==> src/design/cmapl_pkg.sv <==
// Shared constants, types and state encoding for the centered average peak locator.
package cmapl_pkg;

  localparam int unsigned HALF_WINDOW    = 16;
  localparam int unsigned RING_DEPTH     = 2 * HALF_WINDOW;
  localparam int unsigned MAX_RUN_LENGTH = 4096;

  localparam int unsigned SAMPLE_W = 16;
  localparam int unsigned MAG_W    = SAMPLE_W;
  localparam int unsigned LEVEL_W  = 16;
  localparam int unsigned POS_W    = 12;
  localparam int unsigned RING_AW  = (RING_DEPTH > 1) ? $clog2(RING_DEPTH) : 1;
  localparam int unsigned COUNT_W  = $clog2(RING_DEPTH + 1);
  localparam int unsigned RUN_W    = $clog2(MAX_RUN_LENGTH + 1);
  localparam int unsigned TOTAL_W  = MAG_W + $clog2(RING_DEPTH + 1);
  localparam int unsigned DIV_CW   = $clog2(TOTAL_W + 1);

  typedef logic [MAG_W-1:0]   mag_t;
  typedef logic [RING_AW-1:0] slot_t;
  typedef logic [COUNT_W-1:0] count_t;
  typedef logic [RUN_W-1:0]   run_t;
  typedef logic [TOTAL_W-1:0] total_t;
  typedef logic [LEVEL_W-1:0] level_t;

  typedef enum logic [2:0] {
    S_IDLE,
    S_UPD,
    S_DIV,
    S_FINIT,
    S_FCHK,
    S_FSUB,
    S_OUT
  } state_e;

endpackage

==> src/design/centered_average_peak_locator.sv <==
// Centered moving average peak locator: top level with sequencer and result register.
//
// Input channel: sample_value_i and last_sample_i move as one word when in_valid_i is
// high and in_stall_o is low. Output channel: one result word per run (peak_found_o,
// peak_position_o, peak_level_o), taken when out_valid_o is high and out_stall_i is low.
// Magnitudes live in a ring memory of 2*HALF_WINDOW entries; each sample is a read,
// a running-total update and a write-back of its ring slot.
// A sample is a read and an update step while the first window is still filling, and
// otherwise also waits for the serial divider that forms each window average.
// A sample marked last then flushes up to HALF_WINDOW - 1 tail windows, each one
// ring read when a sample leaves the window plus one divide, before the result word
// is loaded.
// The result sits in an output register, so the next run may start while it waits;
// a stalled receiver only holds the block when a second result is ready to load.
// Samples past MAX_RUN_LENGTH in one run are dropped, but a last mark still reports.
// Reset clears all run state and the output valid flag; the ring memory needs no
// clearing since every entry is written in a run before it is read.
module centered_average_peak_locator (
  input  logic                                 clk_i,
  input  logic                                 rst_ni,
  input  logic                                 in_valid_i,
  output logic                                 in_stall_o,
  input  logic signed [cmapl_pkg::SAMPLE_W-1:0] sample_value_i,
  input  logic                                 last_sample_i,
  output logic                                 out_valid_o,
  input  logic                                 out_stall_i,
  output logic                                 peak_found_o,
  output logic [cmapl_pkg::POS_W-1:0]          peak_position_o,
  output logic [cmapl_pkg::LEVEL_W-1:0]        peak_level_o
);

  cmapl_pkg::state_e  state_q, state_d;
  cmapl_pkg::total_t  total_q, total_d;
  cmapl_pkg::run_t    seen_q, seen_d;
  cmapl_pkg::slot_t   wslot_q, wslot_d;
  cmapl_pkg::level_t  best_lvl_q, best_lvl_d;
  cmapl_pkg::run_t    best_idx_q, best_idx_d;
  logic               have_q, have_d;
  cmapl_pkg::mag_t    mag_q, mag_d;
  logic               last_q, last_d;
  logic               flush_q, flush_d;
  cmapl_pkg::run_t    lo_q, lo_d;
  cmapl_pkg::slot_t   lslot_q, lslot_d;
  cmapl_pkg::run_t    i_q, i_d;
  cmapl_pkg::run_t    cand_q, cand_d;

  logic                          out_valid_q;
  logic                          found_q;
  logic [cmapl_pkg::POS_W-1:0]   pos_q;
  cmapl_pkg::level_t             level_q;
  logic                          out_load;

  logic               ram_we;
  cmapl_pkg::slot_t   ram_waddr;
  cmapl_pkg::mag_t    ram_wdata;
  logic               ram_re;
  cmapl_pkg::slot_t   ram_raddr;
  cmapl_pkg::mag_t    ram_rdata;

  logic               div_start;
  cmapl_pkg::total_t  div_dividend;
  cmapl_pkg::count_t  div_divisor;
  logic               div_done;
  cmapl_pkg::level_t  div_quot;

  logic [cmapl_pkg::SAMPLE_W-1:0] raw;
  cmapl_pkg::mag_t    mag;
  cmapl_pkg::run_t    seen_inc;
  cmapl_pkg::run_t    win_start;
  cmapl_pkg::total_t  old_mag;
  cmapl_pkg::total_t  upd_total;

  cmapl_ring_ram u_ram (
    .clk_i   (clk_i),
    .we_i    (ram_we),
    .waddr_i (ram_waddr),
    .wdata_i (ram_wdata),
    .re_i    (ram_re),
    .raddr_i (ram_raddr),
    .rdata_o (ram_rdata)
  );

  cmapl_divider u_div (
    .clk_i      (clk_i),
    .rst_ni     (rst_ni),
    .start_i    (div_start),
    .dividend_i (div_dividend),
    .divisor_i  (div_divisor),
    .done_o     (div_done),
    .quotient_o (div_quot)
  );

  assign raw       = sample_value_i;
  assign mag       = raw[cmapl_pkg::SAMPLE_W-1] ? (~raw + cmapl_pkg::SAMPLE_W'(1)) : raw;
  assign seen_inc  = seen_q + cmapl_pkg::RUN_W'(1);
  assign win_start = (i_q > cmapl_pkg::RUN_W'(cmapl_pkg::HALF_WINDOW))
                     ? (i_q - cmapl_pkg::RUN_W'(cmapl_pkg::HALF_WINDOW)) : '0;
  assign old_mag   = (seen_q >= cmapl_pkg::RUN_W'(cmapl_pkg::RING_DEPTH))
                     ? cmapl_pkg::TOTAL_W'(ram_rdata) : '0;
  assign upd_total = total_q - old_mag + cmapl_pkg::TOTAL_W'(mag_q);
  assign in_stall_o = (state_q != cmapl_pkg::S_IDLE);

  always_comb begin
    state_d      = state_q;
    total_d      = total_q;
    seen_d       = seen_q;
    wslot_d      = wslot_q;
    best_lvl_d   = best_lvl_q;
    best_idx_d   = best_idx_q;
    have_d       = have_q;
    mag_d        = mag_q;
    last_d       = last_q;
    flush_d      = flush_q;
    lo_d         = lo_q;
    lslot_d      = lslot_q;
    i_d          = i_q;
    cand_d       = cand_q;
    ram_we       = 1'b0;
    ram_waddr    = wslot_q;
    ram_wdata    = mag_q;
    ram_re       = 1'b0;
    ram_raddr    = wslot_q;
    div_start    = 1'b0;
    div_dividend = total_q;
    div_divisor  = cmapl_pkg::COUNT_W'(seen_q - win_start);
    out_load     = 1'b0;

    unique case (state_q)
      cmapl_pkg::S_IDLE: begin
        if (in_valid_i) begin
          last_d = last_sample_i;
          if (seen_q < cmapl_pkg::RUN_W'(cmapl_pkg::MAX_RUN_LENGTH)) begin
            mag_d     = mag;
            ram_re    = 1'b1;
            ram_raddr = wslot_q;
            state_d   = cmapl_pkg::S_UPD;
          end else if (last_sample_i) begin
            state_d = cmapl_pkg::S_FINIT;
          end
        end
      end
      cmapl_pkg::S_UPD: begin
        total_d   = upd_total;
        ram_we    = 1'b1;
        ram_waddr = wslot_q;
        ram_wdata = mag_q;
        wslot_d   = (wslot_q == cmapl_pkg::RING_AW'(cmapl_pkg::RING_DEPTH - 1))
                    ? '0 : (wslot_q + cmapl_pkg::RING_AW'(1));
        seen_d    = seen_inc;
        if (seen_inc >= cmapl_pkg::RUN_W'(cmapl_pkg::HALF_WINDOW)) begin
          div_start    = 1'b1;
          div_dividend = upd_total;
          div_divisor  = (seen_inc < cmapl_pkg::RUN_W'(cmapl_pkg::RING_DEPTH))
                         ? cmapl_pkg::COUNT_W'(seen_inc)
                         : cmapl_pkg::COUNT_W'(cmapl_pkg::RING_DEPTH);
          cand_d       = seen_inc - cmapl_pkg::RUN_W'(cmapl_pkg::HALF_WINDOW);
          flush_d      = 1'b0;
          state_d      = cmapl_pkg::S_DIV;
        end else begin
          state_d = last_q ? cmapl_pkg::S_FINIT : cmapl_pkg::S_IDLE;
        end
      end
      cmapl_pkg::S_DIV: begin
        if (div_done) begin
          if (div_quot > best_lvl_q) begin
            best_lvl_d = div_quot;
            best_idx_d = cand_q;
            have_d     = 1'b1;
          end
          if (flush_q) begin
            i_d     = i_q + cmapl_pkg::RUN_W'(1);
            state_d = cmapl_pkg::S_FCHK;
          end else begin
            state_d = last_q ? cmapl_pkg::S_FINIT : cmapl_pkg::S_IDLE;
          end
        end
      end
      cmapl_pkg::S_FINIT: begin
        if (seen_q > cmapl_pkg::RUN_W'(cmapl_pkg::RING_DEPTH)) begin
          lo_d    = seen_q - cmapl_pkg::RUN_W'(cmapl_pkg::RING_DEPTH);
          lslot_d = wslot_q;
        end else begin
          lo_d    = '0;
          lslot_d = '0;
        end
        i_d     = (seen_inc > cmapl_pkg::RUN_W'(cmapl_pkg::HALF_WINDOW))
                  ? (seen_inc - cmapl_pkg::RUN_W'(cmapl_pkg::HALF_WINDOW)) : '0;
        state_d = cmapl_pkg::S_FCHK;
      end
      cmapl_pkg::S_FCHK: begin
        if (i_q >= seen_q) begin
          state_d = cmapl_pkg::S_OUT;
        end else if (lo_q < win_start) begin
          ram_re    = 1'b1;
          ram_raddr = lslot_q;
          state_d   = cmapl_pkg::S_FSUB;
        end else begin
          div_start    = 1'b1;
          div_dividend = total_q;
          div_divisor  = cmapl_pkg::COUNT_W'(seen_q - win_start);
          cand_d       = i_q;
          flush_d      = 1'b1;
          state_d      = cmapl_pkg::S_DIV;
        end
      end
      cmapl_pkg::S_FSUB: begin
        total_d = total_q - cmapl_pkg::TOTAL_W'(ram_rdata);
        lo_d    = lo_q + cmapl_pkg::RUN_W'(1);
        lslot_d = (lslot_q == cmapl_pkg::RING_AW'(cmapl_pkg::RING_DEPTH - 1))
                  ? '0 : (lslot_q + cmapl_pkg::RING_AW'(1));
        state_d = cmapl_pkg::S_FCHK;
      end
      cmapl_pkg::S_OUT: begin
        if (!out_valid_q || !out_stall_i) begin
          out_load   = 1'b1;
          total_d    = '0;
          seen_d     = '0;
          wslot_d    = '0;
          best_lvl_d = '0;
          best_idx_d = '0;
          have_d     = 1'b0;
          flush_d    = 1'b0;
          last_d     = 1'b0;
          state_d    = cmapl_pkg::S_IDLE;
        end
      end
      default: begin
        state_d = cmapl_pkg::S_IDLE;
      end
    endcase
  end

  always_ff @(posedge clk_i or negedge rst_ni) begin
    if (!rst_ni) begin
      state_q    <= cmapl_pkg::S_IDLE;
      total_q    <= '0;
      seen_q     <= '0;
      wslot_q    <= '0;
      best_lvl_q <= '0;
      best_idx_q <= '0;
      have_q     <= 1'b0;
      last_q     <= 1'b0;
      flush_q    <= 1'b0;
      lo_q       <= '0;
      lslot_q    <= '0;
      i_q        <= '0;
    end else begin
      state_q    <= state_d;
      total_q    <= total_d;
      seen_q     <= seen_d;
      wslot_q    <= wslot_d;
      best_lvl_q <= best_lvl_d;
      best_idx_q <= best_idx_d;
      have_q     <= have_d;
      last_q     <= last_d;
      flush_q    <= flush_d;
      lo_q       <= lo_d;
      lslot_q    <= lslot_d;
      i_q        <= i_d;
    end
  end

  always_ff @(posedge clk_i) begin
    mag_q  <= mag_d;
    cand_q <= cand_d;
  end

  always_ff @(posedge clk_i or negedge rst_ni) begin
    if (!rst_ni) begin
      out_valid_q <= 1'b0;
    end else if (out_load) begin
      out_valid_q <= 1'b1;
    end else if (!out_stall_i) begin
      out_valid_q <= 1'b0;
    end
  end

  always_ff @(posedge clk_i) begin
    if (out_load) begin
      found_q <= have_q;
      pos_q   <= have_q ? best_idx_q[cmapl_pkg::POS_W-1:0] : '0;
      level_q <= have_q ? best_lvl_q : '0;
    end
  end

  assign out_valid_o     = out_valid_q;
  assign peak_found_o    = found_q;
  assign peak_position_o = pos_q;
  assign peak_level_o    = level_q;

  a_div_done_in_div: assert property (@(posedge clk_i) disable iff (!rst_ni)
    div_done |-> (state_q == cmapl_pkg::S_DIV))
    else $error("Divider finished outside the divide state.");

  a_run_bounded: assert property (@(posedge clk_i) disable iff (!rst_ni)
    seen_q <= cmapl_pkg::RUN_W'(cmapl_pkg::MAX_RUN_LENGTH))
    else $error("Sample count exceeds the maximum run length.");

  a_result_from_out: assert property (@(posedge clk_i) disable iff (!rst_ni)
    $rose(out_valid_o) |-> $past(state_q == cmapl_pkg::S_OUT))
    else $error("Result word appeared without a report step.");

  a_ram_single_access: assert property (@(posedge clk_i) disable iff (!rst_ni)
    ram_we |-> !ram_re)
    else $error("Ring memory read and written in the same cycle.");

  a_total_bounded: assert property (@(posedge clk_i) disable iff (!rst_ni)
    total_q <= cmapl_pkg::TOTAL_W'(cmapl_pkg::RING_DEPTH * 32768))
    else $error("Window total exceeds a full window of largest magnitudes.");

endmodule

==> src/design/cmapl_ring_ram.sv <==
// Synchronous ring memory of sample magnitudes with a registered read port.
module cmapl_ring_ram (
  input  logic                 clk_i,
  input  logic                 we_i,
  input  cmapl_pkg::slot_t     waddr_i,
  input  cmapl_pkg::mag_t      wdata_i,
  input  logic                 re_i,
  input  cmapl_pkg::slot_t     raddr_i,
  output cmapl_pkg::mag_t      rdata_o
);

  cmapl_pkg::mag_t mem_q [cmapl_pkg::RING_DEPTH];
  cmapl_pkg::mag_t rdata_q;

  always_ff @(posedge clk_i) begin
    if (we_i) begin
      mem_q[waddr_i] <= wdata_i;
    end
    if (re_i) begin
      rdata_q <= mem_q[raddr_i];
    end
  end

  assign rdata_o = rdata_q;

endmodule

==> src/design/cmapl_divider.sv <==
// Restoring serial divider that produces one quotient bit per cycle.
module cmapl_divider (
  input  logic                clk_i,
  input  logic                rst_ni,
  input  logic                start_i,
  input  cmapl_pkg::total_t   dividend_i,
  input  cmapl_pkg::count_t   divisor_i,
  output logic                done_o,
  output cmapl_pkg::level_t   quotient_o
);

  cmapl_pkg::total_t              quo_q, quo_d;
  cmapl_pkg::count_t              rem_q, rem_d;
  cmapl_pkg::count_t              dvs_q, dvs_d;
  logic [cmapl_pkg::DIV_CW-1:0]   step_q, step_d;
  logic                           busy_q, busy_d;
  logic                           done_q, done_d;
  logic [cmapl_pkg::COUNT_W:0]    rem_sh;
  logic [cmapl_pkg::COUNT_W:0]    rem_nx;
  logic                           fits;

  always_comb begin
    rem_sh = {rem_q, quo_q[cmapl_pkg::TOTAL_W-1]};
    fits   = (rem_sh >= {1'b0, dvs_q});
    rem_nx = fits ? (rem_sh - {1'b0, dvs_q}) : rem_sh;
    quo_d  = quo_q;
    rem_d  = rem_q;
    dvs_d  = dvs_q;
    step_d = step_q;
    busy_d = busy_q;
    done_d = 1'b0;
    if (start_i) begin
      quo_d  = dividend_i;
      rem_d  = '0;
      dvs_d  = divisor_i;
      step_d = cmapl_pkg::DIV_CW'(cmapl_pkg::TOTAL_W);
      busy_d = 1'b1;
    end else if (busy_q) begin
      quo_d  = {quo_q[cmapl_pkg::TOTAL_W-2:0], fits};
      rem_d  = rem_nx[cmapl_pkg::COUNT_W-1:0];
      step_d = step_q - cmapl_pkg::DIV_CW'(1);
      if (step_q == cmapl_pkg::DIV_CW'(1)) begin
        busy_d = 1'b0;
        done_d = 1'b1;
      end
    end
  end

  always_ff @(posedge clk_i or negedge rst_ni) begin
    if (!rst_ni) begin
      quo_q  <= '0;
      rem_q  <= '0;
      dvs_q  <= '0;
      step_q <= '0;
      busy_q <= 1'b0;
      done_q <= 1'b0;
    end else begin
      quo_q  <= quo_d;
      rem_q  <= rem_d;
      dvs_q  <= dvs_d;
      step_q <= step_d;
      busy_q <= busy_d;
      done_q <= done_d;
    end
  end

  assign done_o     = done_q;
  assign quotient_o = quo_q[cmapl_pkg::LEVEL_W-1:0];

endmodule
==> config.mk <==
export PLATFORM = sky130hd
export DESIGN_NAME = centered_average_peak_locator
export DESIGN_NICKNAME = d
export VERILOG_FILES = /design/src/design/cmapl_pkg.sv /design/src/design/centered_average_peak_locator.sv /design/src/design/cmapl_ring_ram.sv /design/src/design/cmapl_divider.sv
export SDC_FILE = /design/constraint.sdc
export NUM_CORES = 1
export LEC_CHECK = 0
export BUFFER_PORTS_ARGS = -buffer_cell sky130_fd_sc_hd__buf_2
export CORE_MARGIN = 5
export CORE_UTILIZATION = 55
export DETAILED_ROUTE_END_ITERATION = 7
export PLACE_DENSITY = 0.79
export SETUP_SLACK_MARGIN = 0.3
export SYNTH_ARGS = -nofsm -noshare
export SYNTH_HDL_FRONTEND = slang
export SYNTH_HIERARCHICAL = 1
export SYNTH_SLANG_ARGS = --single-unit
==> constraint.sdc <==
create_clock -name clk_i -period 6.1 [get_ports clk_i]
set_clock_uncertainty 0.2 [all_clocks]
set_input_delay 1.22 -clock clk_i [delete_from_list [all_inputs] [get_ports clk_i]]
set_output_delay 1.22 -clock clk_i [all_outputs]
set_load 0.005 [all_outputs]
# After elaboration in Yosys (flattened, before gate mapping)
# Memory sizes are Yosys's and may differ from the RTL's. A register that Yosys moved wholly into a read port is not among the register bits.
# Index checks and enable logic that the tools add are counted.
[word_totals]
register_bits = 204
latchBits = 0
ramBits = 512
romBits = 0
in_bits = 21
output_inout_bits = 31
wordCells = 184
n_memories = 1
[mem_list]
columns = ["memory", "words", "width", "read_ports", "rd_clocked_by_memory_dff", "wr", "line_no", "rtl"]
rows = [
  ["u_ram.mem_q", 32, 16, 1, 1, 1, "cmapl_ring_ram.sv:12", "cmapl_pkg::mag_t mem_q [cmapl_pkg::RING_DEPTH];"],
]
[op_classes]
n_addsub = 15
n_mul = 0
div = 0
magnitude_cmp = 11
eq_ne = 19
n_shift = 0
muxes = 88
n_bitwise = 1
n_reduce_logical = 24
[op_table]
columns = ["op", "count"]
rows = [
  ["$mux 22", 5],
  ["$mux 13", 6],
  ["$pmux 13 s2", 3],
  ["$pmux 22 s3", 1],
  ["$mux 16", 4],
  ["$mux 12", 5],
  ["$pmux 12 s2", 2],
  ["$mux 5", 9],
  ["$sub 22x16->22", 2],
  ["$add 13x1->13 const B", 3],
  ["$mux 6", 6],
  ["$pmux 16 s2", 1],
  ["$mux 1", 27],
  ["$gt 13x5->1 const B", 2],
  ["$sub 13x5->13 const B", 2],
  ["$mux 3", 8],
  ["$add 22x16->22", 1],
  ["$pmux 5 s2", 2],
  ["$pmux 3 s6", 1],
  ["$add 16x1->16 const B", 1],
  ["$gt 16x16->1", 1],
  ["$not 16->16", 1],
  ["$mux 15", 1],
  ["$ne 2x2->1 const B", 7],
  ["32 further kinds", 57],
]

# Logic depth before layout (Yosys ltp)
[depth]
ltp_word = 7
mapped_depth = 23
ltp_nobuf = 21

# By module
# Netlist, hierarchy kept.
[modules_own_cells]
columns = ["module", "instances", "cells_per_inst", "area_per_inst_um2", "seq_area_each_um2"]
rows = [
  ["cmapl_ring_ram", 1, 1143, 20694.8, 15855.2],
  ["centered_average_peak_locator", 1, 1456, 12450.7, 4364.2],
  ["cmapl_divider", 1, 230, 2255.9, 1026.0],
]

# Worst setup path before layout
# No wires, ideal clock.
[synth_path]
path_kind = "flip-flop to flip-flop"
from = "reg i_q[9]"
to = "reg u_ram.rdata_q[1] (netlist: u_ram/rdata_o[1]) (read register of u_ram.mem_q), data pin"
setup_time_ps = 263
arrival_ps = 4523
t_required_ps = 5637
path_slack_ps = 1113
stages_incl_launch_ff = 24
path_buffers = 7
period_less_slack_ps = 4987
cell_sequence = "dfrtp_1 -> clkbuf_1 -> or4_4 -> nor3_2 -> nand3b_1 -> clkbuf_1 -> nand2_1 -> ha_1 -> a21o_1 -> a21o_1 -> a211oi_1 -> o21ai_0 -> a221oi_1 -> and3_1 -> buf_2 -> mux2_2 -> buf_4 -> buf_12 -> buf_8 -> buf_6 -> mux2i_1 -> nand2_1 -> a31oi_1 -> nand3_1"
[synth_between]
elab_chain_len = 6
elab_cells_between_ends = 11
cone_classes = "add/sub (1); order compare (3); mux (7)"
[synth_lines]
columns = ["element", "line_no", "rtl"]
rows = [
  ["start: declaration", "centered_average_peak_locator.sv:44", "cmapl_pkg::run_t i_q, i_d;"],
  ["start signal: assignment", "centered_average_peak_locator.sv:259", "i_q <= i_d;"],
  ["$sub 13x5->13 or $gt 13x5->1 (tied branches)", "centered_average_peak_locator.sv:97, centered_average_peak_locator.sv:96", ""],
  ["$mux 13", "centered_average_peak_locator.sv:97", "? (i_q - cmapl_pkg::RUN_W'(cmapl_pkg::HALF_WINDOW)) : '0;"],
  ["$lt 13x13->1", "centered_average_peak_locator.sv:193", "end else if (lo_q < win_start) begin"],
  ["$mux 5", "centered_average_peak_locator.sv:193", ""],
  ["$mux 5 (*)", "centered_average_peak_locator.sv:191", "if (i_q >= seen_q) begin"],
  ["$mux 5 (*)", "--", ""],
  ["named net ram_raddr[0]", "centered_average_peak_locator.sv:57", "cmapl_pkg::slot_t ram_raddr;"],
  ["end: declaration", "cmapl_ring_ram.sv:13", "cmapl_pkg::mag_t rdata_q;"],
]
# Mark *: on every way through the listed nets, which the timed path passes. The rest lies on a longest branch.
# A chain may end at the register's enable or synchronous reset.

# Worst setup path in the final report
[layout_path]
from = "reg i_q[9]"
to = "reg u_ram.rdata_q[0] (netlist: u_ram/rdata_o[0]) (read register of u_ram.mem_q), data pin"
# The elaborated chain is that of the path after synthesis.

==> metrics.yaml <==
synth_edf_count: 585
end_kind: "flop"
synth.distinct_cells: 84
route.detailed.drc: 0
fp.dieW_um: 264
max_freq_ghz: 0.178
core_area_mm2: 0.0641
routedWlPerCell_um: 22.9
synth-compound-area-share_pct: 10.2
synth_top_family_by_area: "compound AO/OA/AOI/OAI gates"
ys_seq_elements: 732
synth.largest_area_cell: "edfxtp_1"
grt_pass1_vias: 23400
regArea_mm2: 0.0212
drv_slew: 0
fin_crit_ps: 5620
synth_top_flop_cell: "edfxtp_1"
muxShareOfSynthArea_pct: 9.20
worst_pin_slew_ps: 1230
clk_pin_slew_ps: 60
synth_xor_area_share_pct: 2.08
grt_first_pass_wirelength_mm: 136
drive_gt1_share_pct: 10.8
vias: 23700
clock_latency_ps: 640
fin_util_pct: 61.2
dp_hpwl_mm: 56.8
p_comb_share_pct: 44.1
slew_headroom_pct: 17.8
clkPwrFrac_pct: 22.0
cts.path.max_buffers: 3
nFillCells: 4818
layout_setup_ws_ps: 483
io_pins: 52
die_h_um: 264
synth-warning-count: 6
viasPerCell: 6.19
cp.required_ps: 6270
period_share_pct: 92.1
critical_path_class: "reg2reg"
synth_area_per_cell_um2: 12.5
gp_congestion: 0.960
synth_top_area_share_pct: 49.6
cp_max_fo: 11
overflow: 0
setup_violations: 0
multiInputGateArea_mm2: 0.0126
clockRootBuffer: "clkbuf_16"
tns_ps: 0
nets: 3065
grt_max_degree: 113
hold_buffers: 0
async_flop_share_pct: 20.1
drt_iter0_markers: 2586
rsz0062_at_grt: "false"
io_buffer_count: 51
cts_tree: "done"
cts.htree.levels: 3
intPower_w: 0.0125
antenna_found_initial: 0
leakage_nw: 15.2
start_util_pct: 55.2
hold_viol: 0
cp-start-kind: "flop"
diodes: 0
power_density_mw_per_mm2: 518
num_rows: 93
synth_area_leaders: "edfxtp_1, dfrtp_1, mux2i_1"
synth-simple-area-share_pct: 8.68
worst_hold_path_type: "reg2reg"
final_area_mm2: 0.0393
synth-adder-area-share_pct: 5.10
dieArea_mm2: 0.0695
worst_ir_drop_vdd_v: 0.000322
cts_buffers: 74
critPathArrivalTime_ps: 5790
status: "finished, final reports clean"
p_switching_w: 0.00787
syn_nets: 2983
ant_nets: 0
synthCells: 2829
power.share.sequential_pct: 33.9
wirelength_mm: 87.5
synth-seq-area-share_pct: 60.0
cts_sinks: 732
switching_share_pct: 38.7
syn_area_mm2: 0.0354
cap_violations: 0
place_ws_ps: 293
dpl_cell_area_mm2: 0.0368
first_pass_iters: 8
synthToLayoutAreaGrowth_pct: 10.9
track_usage_pct: 24.7
==> power groups by stage <==
stage          clock network, W  logic (W)  registers (W)
2_1_floorplan                 0    0.00657        0.00677
3_3_place_gp                  0    0.00840        0.00693
3_5_place_dp                  0    0.00870        0.00696
4_1_cts                 0.00454    0.00880        0.00687
5_1_grt                 0.00476    0.00974        0.00695
6_report                0.00448    0.00896        0.00689
==> worst paths after layout <==
path                                         start  slack (ps)                    endpoint  cells after the start
worst min register to register  have_q$_DFFE_PN0P_         250      peak_found_o$_DFFE_PP_                      0
min in group asynchronous                   rst_ni         520   best_idx_q[5]$_DFFE_PN0P_                      1
worst max register to register  i_q[9]$_DFFE_PN0P_         480  u_ram/rdata_o[0]$_DFFE_PP_                     20
worst min-delay path            have_q$_DFFE_PN0P_         250      peak_found_o$_DFFE_PP_                      0
worst max-delay path            i_q[9]$_DFFE_PN0P_         480  u_ram/rdata_o[0]$_DFFE_PP_                     20
max in group asynchronous                   rst_ni        3930    ram_waddr[3]$_DFFE_PN0P_                      2
==> cells in the mapped netlist, drive strengths merged, types with 7 or more instances <==
cell / count
edfxtp: 585
mux2i: 310
nand2: 231
nor2: 178
inv: 177
dfrtp: 147
o21ai: 141
a21oi: 127
ha: 114
buf: 97
a22oi: 74
nand3: 68
clkbuf: 63
xnor2: 61
nor3: 44
a22o: 32
a31oi: 31
nand4: 29
a21o: 28
xor2: 23
a211oi: 19
fa: 19
and3: 18
o22ai: 17
nand2b: 15
nor2b: 14
mux2: 12
and2: 11
nand3b: 11
or3: 11
nor4: 10
o31ai: 10
a221oi: 9
o21a: 8
o21bai: 8
o221ai: 8
or2: 7
==> worst max-delay path, cell delays in order, from the launching register on <==
cell      delay (ps)
dfrtp_1          490
or4_4            600
nor3_2           230
nand3b_1         220
nand2_1          130
ha_1             250
a21o_1           160
a21o_1           170
a211oi_1         200
o21ai_0          100
a221oi_1         310
buf_4            180
and3_2           340
mux2_1           480
nor2_4           180
buf_4            230
buf_4            200
a22o_1           140
nor3_1            60
a31oi_2          320
nand3_1          120
==> sequential cells by signal (all words and copies together) (netlist names), 6 cells and up <==
signal / flops
u_ram/mem_q: 512
u_ram/rdata_o: 16
best_idx_q: 12
peak_position_o: 12
i_q: 13
best_lvl_q: 16
u_div/rem_q: 6
seen_q: 13
mag_q: 16
peak_level_o: 16
u_div/quo_q: 22
lo_q: 13
u_div/dvs_q: 6
cand_q: 12
total_q: 22
==> layer usage <==
layer / up-vias / wire [um] / GRT usage (%)
li1: 10600 / - / -
met1: 11600 / 35200 / 33.8
met2: 1232 / 41900 / 40.4
met3: 208 / 7310 / 3.86
met4: 0 / 3160 / 8.97
met5: - / 0 / 0
==> area by class of cell <==
class,count,share of cell area [%]
flip-flops and latches,732,54.1
well taps,855,2.72
clock inverters,40,1.15
clock buffers,91,5.01
inverters,177,1.69
multi-input cells,1762,32.1
repair buffers,164,3.25
==> cell families (layout without fill, tap and decap cells) <==
| family | Yosys count | count (layout) |
|---|---|---|
| compound gates | 558 | 558 |
| flops | 732 | 732 |
| simple gates | 663 | 664 |
| fa+ha+maj | 133 | 133 |
| mux | 322 | 323 |
| xor+xnor | 84 | 84 |
| buf+inv | 337 | 472 |
==> through the flow <==
| stage | power [W] | hold slack [ps] | std cells |
|---|---|---|---|
| 2_1_floorplan | 0.0133 | 225 | 2829 |
| 3_3_place_gp | 0.0153 | 232 | 3686 |
| 3_5_place_dp | 0.0157 | 240 | 3686 |
| 4_1_cts | 0.0202 | 255 | 3818 |
| 5_1_grt | 0.0215 | 269 | 3821 |
| 6_report | 0.0203 | 250 | 3821 |
==> layout by cell type (no fill, tap or decap), types with 11 or more instances in the layout <==
cell type  Yosys  final
edfxtp_1     585    585
mux2i_1      310    310
nand2_1      230    229
inv_1        176    176
nor2_1       177    176
dfrtp_1      147    147
o21ai_0      136    136
a21oi_1      126    124
ha_1         114    114
buf_4         41     99
clkbuf_16      0     76
a22oi_1       74     74
nand3_1       67     67
xnor2_1       61     61
buf_2         30     50
nor3_1        43     43
a22o_1        32     32
nand4_1       29     29
a21o_1        28     28
a31oi_1       31     27
xor2_1        23     23
fa_1          19     19
and3_1        18     17
o22ai_1       17     17
a211oi_1      17     17
nand2b_1      15     14
clkbuf_1      63     14
clkinv_1       0     13
buf_12         5     13
nand3b_1      11     12
nor2b_1       14     12
or3_1         11     11
==> repair_timing <==
action / CTS / global route
setup endpoints to repair: 3 / 16
gates resized for setup: 2 / 6
setup buffers: 0 / 2
cloned: 1 / 1
pin swaps: 0 / 1
Note: power is estimated with default switching activity, not from simulation.
